[src/rtl/core/stepper_trapezoid_ramp_driver_assert.svh]
// Assertion macros used by the top-level RTL in this folder.
`ifndef STEPPER_TRAPEZOID_RAMP_DRIVER_ASSERT_SVH
`define STEPPER_TRAPEZOID_RAMP_DRIVER_ASSERT_SVH

// Check cons in the same cycle as ante.
`define STRD_ASSERT_SAME(label, ante, cons, msg) \
    label: assert property (@(posedge clk) disable iff (!rst_n) (ante) |-> (cons)) \
        else $error(msg);

// Check cons in the cycle after ante.
`define STRD_ASSERT_NEXT(label, ante, cons, msg) \
    label: assert property (@(posedge clk) disable iff (!rst_n) (ante) |=> (cons)) \
        else $error(msg);

`endif

[src/rtl/core/strd_pkg.sv]
package strd_pkg;

    localparam int RAMP_W     = 14;
    localparam int MINP_W     = 15;
    localparam int CFG_DATA_W = 15;
    localparam int REQ_W      = 3;
    localparam int FIELD_W    = 32;

    localparam logic [RAMP_W-1:0] RAMP_RESET = 14'd1024;
    localparam logic [MINP_W-1:0] MINP_RESET = 15'd256;

    localparam logic REG_RAMP_STEPS = 1'b0;
    localparam logic REG_MIN_PERIOD = 1'b1;

    localparam logic [REQ_W-1:0] REQ_TICK    = 3'd0;
    localparam logic [REQ_W-1:0] REQ_TARGET  = 3'd1;
    localparam logic [REQ_W-1:0] REQ_DISABLE = 3'd2;
    localparam logic [REQ_W-1:0] REQ_ENABLE  = 3'd3;
    localparam logic [REQ_W-1:0] REQ_ZERO    = 3'd4;

    typedef enum logic [1:0] {
        CMD_NONE    = 2'd0,
        CMD_DISABLE = 2'd1,
        CMD_ENABLE  = 2'd2,
        CMD_ZERO    = 2'd3
    } cmd_t;

    typedef enum logic [1:0] {
        PH_UP     = 2'd0,
        PH_CRUISE = 2'd1,
        PH_DOWN   = 2'd2
    } phase_t;

    typedef struct packed {
        logic   moving;
        logic   dir;
        phase_t phase;
    } ctl_t;

endpackage

[src/rtl/core/strd_plan.sv]
module strd_plan #(
    parameter int POS_WIDTH    = 32,
    parameter int PERIOD_WIDTH = 16
) (
    input  logic [POS_WIDTH-1:0]           cur_pos,
    input  logic [POS_WIDTH-1:0]           tgt_pos,
    input  logic [strd_pkg::RAMP_W-1:0]    ramp_steps,
    input  logic [strd_pkg::MINP_W-1:0]    min_period,
    output logic                           differ,
    output strd_pkg::ctl_t                 ctl,
    output logic [POS_WIDTH-1:0]           left,
    output logic [POS_WIDTH-1:0]           cruise,
    output logic [POS_WIDTH-1:0]           down,
    output logic [PERIOD_WIDTH-1:0]        period
);

    localparam int CW = (POS_WIDTH > strd_pkg::RAMP_W + 1) ? POS_WIDTH : strd_pkg::RAMP_W + 1;
    localparam int SW = (PERIOD_WIDTH > 16) ? PERIOD_WIDTH : 16;
    localparam int unsigned PMAX_I = (1 << PERIOD_WIDTH) - 1;

    logic                 dir;
    logic [POS_WIDTH-1:0] span;
    logic [POS_WIDTH-1:0] half_down;
    logic [POS_WIDTH-1:0] half_up;
    logic [CW-1:0]        span_ext;
    logic [CW-1:0]        ramp2;
    logic [CW-1:0]        ramp_ext;
    logic [CW-1:0]        rest;
    logic                 full;
    logic [SW-1:0]        sum;

    assign differ    = cur_pos != tgt_pos;
    assign dir       = $signed(cur_pos) > $signed(tgt_pos);
    assign span      = dir ? (cur_pos - tgt_pos) : (tgt_pos - cur_pos);
    assign half_down = span >> 1;
    assign half_up   = span - half_down;
    assign span_ext  = CW'(span);
    assign ramp2     = CW'({ramp_steps, 1'b0});
    assign ramp_ext  = CW'(ramp_steps);
    assign rest      = span_ext - ramp2;
    assign full      = span_ext >= ramp2;
    assign sum       = SW'(ramp_steps) + SW'(min_period);

    always_comb
    begin
        ctl.moving = 1'b1;
        ctl.dir    = dir;
        if (full)
        begin
            cruise = rest[POS_WIDTH-1:0];
            down   = ramp_ext[POS_WIDTH-1:0];
        end
        else
        begin
            cruise = '0;
            down   = half_down;
        end
        // skip an empty ramp straight into cruise
        if (ramp_steps == '0)
        begin
            ctl.phase = strd_pkg::PH_CRUISE;
            left      = span;
        end
        else
        begin
            ctl.phase = strd_pkg::PH_UP;
            left      = full ? ramp_ext[POS_WIDTH-1:0] : half_up;
        end
        if (sum > SW'(PMAX_I))
            period = PERIOD_WIDTH'(PMAX_I);
        else
            period = sum[PERIOD_WIDTH-1:0];
    end

endmodule

[src/rtl/core/strd_tick.sv]
module strd_tick #(
    parameter int POS_WIDTH    = 32,
    parameter int PERIOD_WIDTH = 16
) (
    input  strd_pkg::ctl_t          ctl_in,
    input  logic [POS_WIDTH-1:0]    left_in,
    input  logic [POS_WIDTH-1:0]    cruise,
    input  logic [POS_WIDTH-1:0]    down,
    input  logic [PERIOD_WIDTH-1:0] period_in,
    input  logic [PERIOD_WIDTH-1:0] tick_in,
    input  logic [POS_WIDTH-1:0]    pos_in,
    output strd_pkg::ctl_t          ctl_out,
    output logic [POS_WIDTH-1:0]    left_out,
    output logic [PERIOD_WIDTH-1:0] period_out,
    output logic [PERIOD_WIDTH-1:0] tick_out,
    output logic [POS_WIDTH-1:0]    pos_out
);

    localparam logic [PERIOD_WIDTH-1:0] PMAX = {PERIOD_WIDTH{1'b1}};

    logic [POS_WIDTH-1:0] left_dec;

    assign left_dec = left_in - POS_WIDTH'(1);

    always_comb
    begin
        ctl_out    = ctl_in;
        left_out   = left_in;
        period_out = period_in;
        tick_out   = tick_in;
        pos_out    = pos_in;
        if (ctl_in.moving)
        begin
            if (tick_in < period_in)
                tick_out = tick_in + PERIOD_WIDTH'(1);
            else
            begin
                tick_out = '0;
                pos_out  = ctl_in.dir ? (pos_in - POS_WIDTH'(1)) : (pos_in + POS_WIDTH'(1));
                case (ctl_in.phase)
                    strd_pkg::PH_UP:
                    begin
                        if (period_in != '0)
                            period_out = period_in - PERIOD_WIDTH'(1);
                    end
                    strd_pkg::PH_DOWN:
                    begin
                        if (period_in != PMAX)
                            period_out = period_in + PERIOD_WIDTH'(1);
                    end
                    default:
                    begin
                    end
                endcase
                left_out = left_dec;
                // advance past phases with no steps
                if (left_dec == '0)
                begin
                    case (ctl_in.phase)
                        strd_pkg::PH_UP:
                        begin
                            if (cruise != '0)
                            begin
                                ctl_out.phase = strd_pkg::PH_CRUISE;
                                left_out      = cruise;
                            end
                            else if (down != '0)
                            begin
                                ctl_out.phase = strd_pkg::PH_DOWN;
                                left_out      = down;
                            end
                            else
                            begin
                                ctl_out.moving = 1'b0;
                                ctl_out.phase  = strd_pkg::PH_UP;
                            end
                        end
                        strd_pkg::PH_CRUISE:
                        begin
                            if (down != '0)
                            begin
                                ctl_out.phase = strd_pkg::PH_DOWN;
                                left_out      = down;
                            end
                            else
                            begin
                                ctl_out.moving = 1'b0;
                                ctl_out.phase  = strd_pkg::PH_UP;
                            end
                        end
                        default:
                        begin
                            ctl_out.moving = 1'b0;
                            ctl_out.phase  = strd_pkg::PH_UP;
                        end
                    endcase
                end
            end
        end
    end

endmodule

[src/rtl/core/stepper_trapezoid_ramp_driver.sv]
// Channel   Direction  Handshake             Payload
// input     in         in_valid / in_stall   req_type, target_value
// result    out        out_valid / out_stall step_pin, dir_pin, enable_pin, busy_res,
//                                            position, target_position
// config    in         cfg_we                cfg_index, cfg_data
//
// One result per input, registered, ready the next cycle.
// The motion update (start planning, then tick counting) is one combinational pass.
// A new input is taken every cycle while the result register is empty or being drained.
// in_stall rises only while a result is held by out_stall.
// rst_n clears the control state asynchronously (not the result payload); config registers return to 1024 and 256.
`include "stepper_trapezoid_ramp_driver_assert.svh"

module stepper_trapezoid_ramp_driver #(
    parameter int POS_WIDTH    = 32,
    parameter int PERIOD_WIDTH = 16
) (
    input  logic                                clk,
    input  logic                                rst_n,
    input  logic                                in_valid,
    output logic                                in_stall,
    input  logic [strd_pkg::REQ_W-1:0]          req_type,
    input  logic signed [strd_pkg::FIELD_W-1:0] target_value,
    output logic                                out_valid,
    input  logic                                out_stall,
    output logic                                step_pin,
    output logic                                dir_pin,
    output logic                                enable_pin,
    output logic                                busy_res,
    output logic signed [strd_pkg::FIELD_W-1:0] position,
    output logic signed [strd_pkg::FIELD_W-1:0] target_position,
    input  logic                                cfg_we,
    input  logic                                cfg_index,
    input  logic [strd_pkg::CFG_DATA_W-1:0]     cfg_data
);

    logic [strd_pkg::RAMP_W-1:0] ramp_reg;
    logic [strd_pkg::MINP_W-1:0] minp_reg;

    strd_pkg::ctl_t          ctl_reg,    ctl_next,    ctl_a,    ctl_t_out, plan_ctl;
    strd_pkg::cmd_t          pend_reg,   pend_next,   pend_a;
    logic [POS_WIDTH-1:0]    pos_reg,    pos_next,    pos_a,    pos_t_out;
    logic [POS_WIDTH-1:0]    tgt_reg,    tgt_next,    tgt_a;
    logic [POS_WIDTH-1:0]    left_reg,   left_next,   left_a,   left_t_out, plan_left;
    logic [POS_WIDTH-1:0]    cruise_reg, cruise_next, cruise_a, plan_cruise;
    logic [POS_WIDTH-1:0]    down_reg,   down_next,   down_a,   plan_down;
    logic [PERIOD_WIDTH-1:0] period_reg, period_next, period_a, period_t_out, plan_period;
    logic [PERIOD_WIDTH-1:0] tick_reg,   tick_next,   tick_a,   tick_t_out;
    logic                    off_reg,    off_next,    off_a;
    logic                    plan_differ;

    logic out_valid_reg, out_valid_next;
    logic step_pin_reg, dir_pin_reg, enable_pin_reg, busy_res_reg;
    logic signed [strd_pkg::FIELD_W-1:0] position_reg, target_position_reg;

    logic accept;

    assign in_stall = out_valid_reg & out_stall;
    assign accept   = in_valid & ~in_stall;

    strd_plan #(
        .POS_WIDTH    (POS_WIDTH),
        .PERIOD_WIDTH (PERIOD_WIDTH)
    ) u_plan (
        .cur_pos    (pos_reg),
        .tgt_pos    (tgt_reg),
        .ramp_steps (ramp_reg),
        .min_period (minp_reg),
        .differ     (plan_differ),
        .ctl        (plan_ctl),
        .left       (plan_left),
        .cruise     (plan_cruise),
        .down       (plan_down),
        .period     (plan_period)
    );

    // apply pending command and start a move while idle
    always_comb
    begin
        ctl_a    = ctl_reg;
        pend_a   = pend_reg;
        pos_a    = pos_reg;
        tgt_a    = tgt_reg;
        left_a   = left_reg;
        cruise_a = cruise_reg;
        down_a   = down_reg;
        period_a = period_reg;
        tick_a   = tick_reg;
        off_a    = off_reg;
        if (!ctl_reg.moving)
        begin
            unique case (pend_reg)
                strd_pkg::CMD_DISABLE: off_a = 1'b1;
                strd_pkg::CMD_ENABLE:  off_a = 1'b0;
                strd_pkg::CMD_ZERO:
                begin
                    pos_a = '0;
                    tgt_a = '0;
                end
                default:
                begin
                end
            endcase
            pend_a = strd_pkg::CMD_NONE;
            if (pend_reg != strd_pkg::CMD_ZERO && plan_differ)
            begin
                ctl_a    = plan_ctl;
                left_a   = plan_left;
                cruise_a = plan_cruise;
                down_a   = plan_down;
                period_a = plan_period;
                tick_a   = '0;
            end
        end
    end

    strd_tick #(
        .POS_WIDTH    (POS_WIDTH),
        .PERIOD_WIDTH (PERIOD_WIDTH)
    ) u_tick (
        .ctl_in     (ctl_a),
        .left_in    (left_a),
        .cruise     (cruise_a),
        .down       (down_a),
        .period_in  (period_a),
        .tick_in    (tick_a),
        .pos_in     (pos_a),
        .ctl_out    (ctl_t_out),
        .left_out   (left_t_out),
        .period_out (period_t_out),
        .tick_out   (tick_t_out),
        .pos_out    (pos_t_out)
    );

    always_comb
    begin
        ctl_next    = ctl_reg;
        pend_next   = pend_reg;
        pos_next    = pos_reg;
        tgt_next    = tgt_reg;
        left_next   = left_reg;
        cruise_next = cruise_reg;
        down_next   = down_reg;
        period_next = period_reg;
        tick_next   = tick_reg;
        off_next    = off_reg;
        if (accept)
        begin
            unique case (req_type)
                strd_pkg::REQ_TICK:
                begin
                    ctl_next    = ctl_t_out;
                    pend_next   = pend_a;
                    pos_next    = pos_t_out;
                    tgt_next    = tgt_a;
                    left_next   = left_t_out;
                    cruise_next = cruise_a;
                    down_next   = down_a;
                    period_next = period_t_out;
                    tick_next   = tick_t_out;
                    off_next    = off_a;
                end
                strd_pkg::REQ_TARGET:  tgt_next  = target_value[POS_WIDTH-1:0];
                strd_pkg::REQ_DISABLE: pend_next = strd_pkg::CMD_DISABLE;
                strd_pkg::REQ_ENABLE:  pend_next = strd_pkg::CMD_ENABLE;
                strd_pkg::REQ_ZERO:    pend_next = strd_pkg::CMD_ZERO;
                default:
                begin
                end
            endcase
        end
    end

    always_comb
    begin
        if (accept)
            out_valid_next = 1'b1;
        else if (out_stall)
            out_valid_next = out_valid_reg;
        else
            out_valid_next = 1'b0;
    end

    always_ff @(posedge clk or negedge rst_n)
    begin
        if (!rst_n)
        begin
            ramp_reg      <= strd_pkg::RAMP_RESET;
            minp_reg      <= strd_pkg::MINP_RESET;
            ctl_reg       <= '{moving: 1'b0, dir: 1'b0, phase: strd_pkg::PH_UP};
            pend_reg      <= strd_pkg::CMD_NONE;
            pos_reg       <= '0;
            tgt_reg       <= '0;
            left_reg      <= '0;
            cruise_reg    <= '0;
            down_reg      <= '0;
            period_reg    <= '0;
            tick_reg      <= '0;
            off_reg       <= 1'b0;
            out_valid_reg <= 1'b0;
        end
        else
        begin
            if (cfg_we)
            begin
                unique case (cfg_index)
                    strd_pkg::REG_RAMP_STEPS: ramp_reg <= cfg_data[strd_pkg::RAMP_W-1:0];
                    strd_pkg::REG_MIN_PERIOD: minp_reg <= cfg_data[strd_pkg::MINP_W-1:0];
                    default:
                    begin
                    end
                endcase
            end
            ctl_reg       <= ctl_next;
            pend_reg      <= pend_next;
            pos_reg       <= pos_next;
            tgt_reg       <= tgt_next;
            left_reg      <= left_next;
            cruise_reg    <= cruise_next;
            down_reg      <= down_next;
            period_reg    <= period_next;
            tick_reg      <= tick_next;
            off_reg       <= off_next;
            out_valid_reg <= out_valid_next;
        end
    end

    // capture the result of each accepted transaction
    always_ff @(posedge clk)
    begin
        if (accept)
        begin
            step_pin_reg        <= ctl_next.moving && (tick_next != '0);
            dir_pin_reg         <= ctl_next.dir;
            enable_pin_reg      <= off_next;
            busy_res_reg        <= ctl_next.moving;
            position_reg        <= strd_pkg::FIELD_W'($signed(pos_next));
            target_position_reg <= strd_pkg::FIELD_W'($signed(tgt_next));
        end
    end

    assign out_valid       = out_valid_reg;
    assign step_pin        = step_pin_reg;
    assign dir_pin         = dir_pin_reg;
    assign enable_pin      = enable_pin_reg;
    assign busy_res        = busy_res_reg;
    assign position        = position_reg;
    assign target_position = target_position_reg;

    `STRD_ASSERT_SAME(a_idle_phase_up, !ctl_reg.moving, ctl_reg.phase == strd_pkg::PH_UP, "idle with phase not ramp up")
    `STRD_ASSERT_SAME(a_moving_has_steps, ctl_reg.moving, left_reg != '0, "moving with no steps left")
    `STRD_ASSERT_SAME(a_tick_in_range, ctl_reg.moving, tick_reg <= period_reg, "tick count past period")
    `STRD_ASSERT_NEXT(a_nontick_keeps_pos, accept && (req_type != strd_pkg::REQ_TICK), $stable(pos_reg), "position changed on non-tick transaction")

endmodule

[config.mk]
export PLATFORM = sky130hd
export DESIGN_NAME = stepper_trapezoid_ramp_driver
export DESIGN_NICKNAME = d
export VERILOG_FILES = /design/src/rtl/core/strd_pkg.sv /design/src/rtl/core/strd_plan.sv /design/src/rtl/core/strd_tick.sv /design/src/rtl/core/stepper_trapezoid_ramp_driver.sv
export VERILOG_INCLUDE_DIRS = /design/src /design/src/rtl/core
export SDC_FILE = /design/constraint.sdc
export NUM_CORES = 1
export LEC_CHECK = 0
export ABC_AREA = 1
export BUFFER_PORTS_ARGS = -buffer_cell sky130_fd_sc_hd__buf_4
export CORE_UTILIZATION = 46
export CTS_BUF_LIST = sky130_fd_sc_hd__clkbuf_2
export DETAILED_ROUTE_END_ITERATION = 10
export GPL_ROUTABILITY_DRIVEN = 1
export GPL_TIMING_DRIVEN = 0
export PLACE_DENSITY = 0.66
export SLEW_MARGIN = 20
export SYNTH_ARGS = -nofsm -noshare
export SYNTH_HDL_FRONTEND = slang
export SYNTH_SLANG_ARGS = --single-unit
[constraint.sdc]
create_clock -name clk -period 8.7 [get_ports clk]
set_clock_uncertainty 0.1 [all_clocks]
set_input_delay 0 -clock clk [delete_from_list [all_inputs] [get_ports clk]]
set_output_delay 0 -clock clk [all_outputs]
set_load 0.02 [all_outputs]
==> run summary, run 1 <==
The run finished, with violations left. The checks that failed: design-rule violations. The shortest period the worst path allows works out to 8.41 ns.

The number of nets handed over by synthesis was 4350. Setup repair after global routing left no endpoint under its margin. The most common library cell in the layout ignoring fill and taps was sky130_fd_sc_hd__nand2_1. After synthesis, the share of flip-flops with an asynchronous set or reset is 77.1%.

The tools report the clock root buffer as sky130_fd_sc_hd__clkbuf_2. TritonCTS built the clock tree. Once the floorplan was initialized, standard cells occupied 47.0% of the core. For this run, the top clock speed supported by timing is 119 MHz. The tools report the residual antenna-violating net count after detailed routing as 0. Across all register-to-register paths, the minimum setup slack is 0.29 ns.

In this run the worst setup path terminates at left_reg[25]. The run gives 4 as the number of antenna violations at the first check in global routing. The cell count after placement was 4989; the post-synthesis register bit count was 297. The multi-input logic area was 0.0173 mm². The slowest stage cell on the critical path is sky130_fd_sc_hd__ha_1.

The cell that appears most often on the critical path is sky130_fd_sc_hd__nand2_1. The latest clock arrival within the worst-skew pair was 1.22 ns. Using the TritonRoute via totals, the vias-per-cell ratio works out to 5.82. The floorplan step defined a core boundary enclosing 0.0581 mm².

Clock tree synthesis inserted a total of 84 buffers. The post-route netlist has 11.2% of its cells at a drive strength greater than 1. The first global-routing pass estimated 186000 µm of wire.

The via count of the first global-routing pass is 29700. Counting along the longest clock path gives a buffer depth of 3. The H-tree was split into 3 levels.

Data arrives at the worst endpoint at 9.44 ns. After detailed routing, the average wire length per cell comes to 23.9 µm. Measured against its own limit, the worst slew margin works out to 15.1%. Routability-driven placement finished with a final weighted congestion of 1.04. The tools report the first element of the critical path as pos_reg[11].

The width of the die is 246 µm. Entering global routing, the biggest net connects 88 pins. The filler cells instantiated in the layout total 5894. Across all layers, the routed design uses 31000 vias. The floorplan has 88 rows.

The tools report the kind of capture point of the worst setup path as a flop. The number of detailed-route iterations in the first pass was 9; the count of buffers from port buffering was 124. The logs give 126 for the number of top-level pins and 0 for the number of setup violations in the final report.

The DRC violations left came out at 2. In the layout the commonest cells are 1052 x sky130_fd_sc_hd__nand2_1, 505 x sky130_fd_sc_hd__inv_1, 345 x sky130_fd_sc_hd__nor2_1. Maximum fanout along the worst path: 10. The worst setup path is of the flop to flop kind.

For the total area of sequential cells, the log shows 0.00777 mm². The count of different cell masters after synthesis is 68, and the placed wire-length estimate is 99700 µm. Each instance of the synthesized netlist takes up on average 6.67 µm².

Before CTS, the worst setup slack after placement is -1.13 ns. The area growth from synthesis to layout is 17.8%. Measured along the y axis, the die boundary spans 246 µm. The number of cells produced by synthesis was 4093; the clock transition at the registers of the reported paths was 0.10 ns. The synthesized design contains 68 enable-type register cells.

The least setup slack across all paths after layout was 0.290 ns; the count of synthesis-stage warnings from yosys was 0. At the pin with the least slew margin, the transition time is 1.27 ns. Summed over all layers, the routed wires come to 127000 µm. Data on the critical path is required at its endpoint by 9.73 ns. The worst-case reg-to-reg path depth works out to 40. Global routing finished with a remaining overflow of 0. The finished layout holds 5316 standard cells, fillers aside.

The tightest min-delay check is of the primary input to flop type. After the first detailed-routing iteration, the DRC count stood at 3311. The number of max-cap violations was 0. The type of origin of the critical path was a flop.

Across every metal layer, demand over resource in global routing totals 41.7%. For the count of endpoints failing hold in the final timing report, the log shows 0. The worst register-to-register path begins at pos_reg[11]. The number of nets in the finished design came out at 4732. The main flop type after synthesis is sky130_fd_sc_hd__dfrtp_1. Sequential cells were found to cover 28.5% of the synthesized design area.

The tree built by TritonCTS fans out to 297 sinks. The tools report the capture point of the worst reg-to-reg path as left_reg[25]. The mapped netlist covers 0.0273 mm². The largest stage delay on the critical path was 0.42 ns. The post-route fraction of the period consumed by the critical path was 96.7%. Count of pins over their slew limit: 0. The floorplan step defined a die boundary enclosing 0.0604 mm².
-- kinds of logic after synthesis --
group | after synthesis | synth area share, %
AO/OA/AOI/OAI | 908 | 18.9
AND/OR/NAND/NOR | 1908 | 29.9
flip-flops | 297 | 28.5
buffers and inverters | 656 | 9.39
XOR/XNOR | 120 | 3.85
multiplexers | 3 | 0.110
adder cells (fa/ha/maj) | 201 | 9.37
-- cells in the mapped netlist, drive strengths merged, types with 5 or more instances --
| library cell | count | area share (%) |
|---|---|---|
| a211oi | 9 | 0.25 |
| a21boi | 15 | 0.49 |
| a21o | 9 | 0.25 |
| a21oi | 307 | 5.7 |
| a22oi | 23 | 0.63 |
| a31oi | 17 | 0.39 |
| buf | 42 | 0.94 |
| clkbuf | 79 | 1.1 |
| clkinv | 11 | 0.15 |
| dfrtp | 227 | 21 |
| edfxtp | 68 | 7.5 |
| fa | 6 | 0.44 |
| ha | 195 | 8.9 |
| inv | 524 | 7.2 |
| nand2 | 1099 | 16 |
| nand3 | 285 | 5.4 |
| nand3b | 5 | 0.14 |
| nand4 | 65 | 1.5 |
| nor2 | 382 | 5.8 |
| nor3 | 45 | 0.82 |
| nor4 | 9 | 0.23 |
| o2111ai | 9 | 0.29 |
| o211ai | 37 | 1.0 |
| o21a | 15 | 0.41 |
| o21ai | 364 | 6.7 |
| o21bai | 11 | 0.30 |
| o221ai | 11 | 0.35 |
| o22ai | 49 | 1.1 |
| o31ai | 13 | 0.36 |
| or2 | 17 | 0.39 |
| xnor2 | 21 | 0.67 |
| xor2 | 99 | 3.2 |
-- worst max-delay path: cells and delay by family (launching register included) --
kind | cells | cell delay [ns]
simple gates | 23 | 4.02
compound gates | 9 | 1.89
fa+ha+maj | 2 | 0.79
buf+inv | 4 | 0.64
xor+xnor | 2 | 0.46
flops | 1 | 0.41
-- layout make-up --
class                   count  area share, %
diodes                      7         0.0544
plain buffers             119           1.76
clock buffers             124           1.93
clock inverters            31          0.459
inverters                 535           6.27
multi-input cells        3140           53.8
flip-flops and latches    297           24.2
well taps                 765           2.97
repair buffers            298           8.56
-- routing by layer --
layer	up-vias	wire (µm)	part of all wire, %	global-route usage (%)
li1	14400	-	-	-
met1	14600	50500	40	51.6
met2	1551	56300	44	66.0
met3	385	10700	8.4	7.99
met5	-	23	0.018	0
met4	4	9480	7.5	27.6
-- worst min-delay path by stage --
stage	end	slack [ns]	startpoint	cells past startpoint
5_1_grt	pend_reg[0]	0.11	req_type[0]	3
2_1_floorplan	cruise_reg[0]	-0.40	rst_n	0
4_1_cts	pend_reg[0]	0.04	req_type[0]	3
3_5_place_dp	minp_reg[10]	-0.1	rst_n	1
3_3_place_gp	out_valid	0.1	in_valid	3
6_report	pend_reg[0]	0.12	req_type[0]	3
-- stage by stage --
step / utilization, % / hold WS, ns / instance area, µm² / setup TNS (ns)
floorplan: - / -0.396 / 27300 / 0
finish: 55.4 / 0.117 / 32200 / 0
CTS: 54.7 / 0.0361 / 31800 / 0
global placement: 50.2 / 0.0963 / 29200 / -246.01
detailed placement: 50.6 / -0.0986 / 29400 / -69.10
global route: 55.3 / 0.114 / 32200 / 0
-- what timing repair did --
| action | 4_1_cts | 5_1_grt |
|---|---|---|
| pin swaps | 2 | 7 |
| endpoints found under the setup margin | 119 | 78 |
| setup buffers | 3 | 9 |
| endpoints found under the hold margin | 432 | 0 |
| resized for setup | 14 | 72 |
| hold buffers | 155 | 0 |
Power of run 1 is not shown: default switching activity piles up to over one toggle a cycle in this logic, so the estimate is an artifact.
==> run 2: changes to the inputs <==
--- a/config.mk
+++ b/config.mk
@@ -12,7 +12,6 @@
 export CTS_BUF_LIST = sky130_fd_sc_hd__clkbuf_2
 export DETAILED_ROUTE_END_ITERATION = 10
 export GPL_ROUTABILITY_DRIVEN = 1
-export GPL_TIMING_DRIVEN = 0
 export PLACE_DENSITY = 0.66
 export SLEW_MARGIN = 20
 export SYNTH_ARGS = -nofsm -noshare
==> run 2 against run 1 <==
Net effect: the run now ends clean; utilization decreased by 0.87 points; cell area decreased by 1.6%; worst setup slack improved by 0.31 ns; routed wire length decreased by 15%; sequential share of layout area increased by 0.38 points; first-iteration DRC count decreased by 20%; via count decreased by 3.8%; die area unchanged; register-to-register slack improved by 0.31 ns; fmax increased by 3.8%; critical path type unchanged; largest cell class unchanged; highest routed layer is now met4.
==> run summary, run 2 (synthesis gave the netlist of run 1 again) <==
The flow ran to the end, and the final reports show no timing, DRC or antenna violations. Average wire length per cell after detail routing: 20.6 µm. For the pin with the worst max-slew slack, the measured transition is 1.15 ns.

In this run the clock root is driven by a sky130_fd_sc_hd__clkbuf_2. The top routing layer in use was met4. Global routing used 35.5% of the available tracks.

In this run the core area contains 88 standard-cell rows. The tools report the number of vias after detailed routing as 29800. The clock drives 297 sinks. The finished cells cover 0.0317 mm².

The ratio of cells with drive above 1 in the final layout is 10.9%. The cell that appears most often on the critical path is sky130_fd_sc_hd__nand2_1. In this run the critical register-to-register path is launched from pos_reg[0]. The largest stage delay on the critical path is 0.43 ns, and the headroom to the max-slew limit is 22.6%. The shortest period the worst path allows was 8.10 ns. The first TritonRoute pass finished after 6 iterations. Setup violations remaining at the end of the flow were counted as 0. The flop-to-flop setup slack was 0.60 ns; the maximum fanout along the worst path was 16. The tools report the latest clock arrival within the worst-skew pair as 1.19 ns.

In the routed design, unresolved DRC markers number 0. The run gives 0.0604 mm² as the full die area. The most critical setup path has its startpoint at pos_reg[0].

Detailed routing placed a total of 49100 µm of wire on met2. At the worst endpoint, the required time is 9.67 ns. The first global-routing pass estimated 164000 µm of wire.

For this design the top-level I/O count stands at 126. Leaving out fill and tap cells, the most frequent cell in the layout is sky130_fd_sc_hd__nand2_1. The tools report the count of H-tree levels built during CTS as 3.

TritonCTS built the clock tree. The via count of the first global-routing pass is 28200. Buffers placed on the I/O ports in this run total 125. From synthesis to final layout, the design area changed by 16.0%.

Once detailed placement completed, the half-perimeter wirelength came to 81800 µm. The run gives 47.0% as the starting utilization of the core area. The count of endpoints failing hold in the final timing report was 0; the core utilization of the finished layout was 54.5%. In this run the worst hold path is classified as primary input to flop.

The critical path endpoint is left_reg[21]. Measured in cells, the most critical reg-to-reg path has a length of 47. TritonCTS created 87 clock buffers. The floorplan step set the die width to 246 µm. The final critical path takes up 93.1% of the cycle.

In the final routing, the length of wire on met1 measures 44700 µm. Timing analysis after detailed placement gives a worst setup slack of 0.278 ns. The kind of capture point of the worst setup path was a flop.

The worst hold path was traced through 5 stages. The type of origin of the critical path is a flop. The multi-input logic area was 0.0171 mm²; the residual antenna-violating net count after detailed routing was 0. The logs give 3 for the clock tree buffer depth and 2653 for the violation count after the first detailed-route iteration.

In this run the critical register-to-register path is captured at left_reg[21]. The count of pins over their slew limit came out at 0. Slowest stage cell on the critical path: sky130_fd_sc_hd__fa_1. In the layout the commonest cells are 1059 x sky130_fd_sc_hd__nand2_1, 505 x sky130_fd_sc_hd__inv_1, 344 x sky130_fd_sc_hd__nor2_1. The number of antenna violations at the first check in global routing came out at 2. Entering global routing, the biggest net connects 105 pins. The critical path arrival came out at 9.07 ns. The tool flagged a number of max-cap violations equal to 0. The tools report the total area of sequential cells as 0.00777 mm². The detailed-routed wire length on met3 came out at 8080 µm. For the area of the core, the log shows 0.0581 mm².

The clock transition at the registers of the reported paths was 0.12 ns; the average via count per standard cell was 5.68. For this run, the post-layout net count is 4669. For this block, the routed nets add up to 108000 µm of wire.

For the number of filler cells placed in the layout, the log shows 5833. Routability congestion estimate from global placement: 1.06. The tools report the peak clock frequency supported by timing as 123 MHz.

The logs give 0.0293 mm² for the placement-stage cell area and 0 for the overflow left after global routing. The class of the most critical setup path is flop to flop. Floorplan die height: 246 µm. The run gives 0.597 ns as the least setup slack across all paths after layout.
==> run 2: how the worst min path moves through the flow <==
stage                 from             to  slack, ns
2_1_floorplan        rst_n  cruise_reg[0]      -0.40
3_3_place_gp         rst_n  period_reg[3]       0.04
3_5_place_dp         rst_n  period_reg[3]       0.05
4_1_cts        req_type[0]    tgt_reg[20]      0.002
5_1_grt        req_type[0]    tgt_reg[28]       0.04
6_report       req_type[0]    tgt_reg[28]        0.1
==> run 2: repair_timing <==
item,4_1_cts,5_1_grt
endpoints found under the hold margin,464,0
buffers inserted,0,4
resized for setup,0,18
hold buffers,151,0
endpoints found under the setup margin,0,37
==> run 2: area by class of cell <==
class,instances,area share (%)
Timing Repair Buffer,350,9.61
Sequential cell,297,24.5
Clock inverter,24,0.446
Inverter,535,6.39
Multi-Input combinational cell,3141,53.9
Antenna cell,5,0.0395
Tap cell,765,3.02
Clock buffer,128,2.02
==> run 2: metal layers <==
| metal | GRT usage [%] | vias to the layer above |
|---|---|---|
| li1 | - | 14300 |
| met1 | 45.2 | 13800 |
| met2 | 57.1 | 1307 |
| met3 | 6.12 | 310 |
| met4 | 19.5 | 0 |
| met5 | 0 | - |
==> run 2: worst max-delay path: cells and delay by family, from the launching register on <==
kind / cells / cell delay [ns]
and+or+nand+nor: 30 / 3.60
AOI/OAI and AO/OA: 7 / 1.66
adders and majority gates: 3 / 1.00
buffers and inverters: 6 / 0.85
DFF: 1 / 0.42
xor gates and xnor gates: 1 / 0.35
==> run 2: through the flow <==
| step | instances | setup TNS, ns | hold WS [ns] |
|---|---|---|---|
| floorplan | 4093 | 0 | -0.396 |
| global placement | 4932 | 0 | 0.0403 |
| detailed placement | 4932 | 0 | 0.0516 |
| CTS | 5235 | 0 | 0.00241 |
| global route | 5245 | -0.0660 | 0.0405 |
| finish | 5245 | 0 | 0.0973 |
Power of run 2 is left out for the same reason.
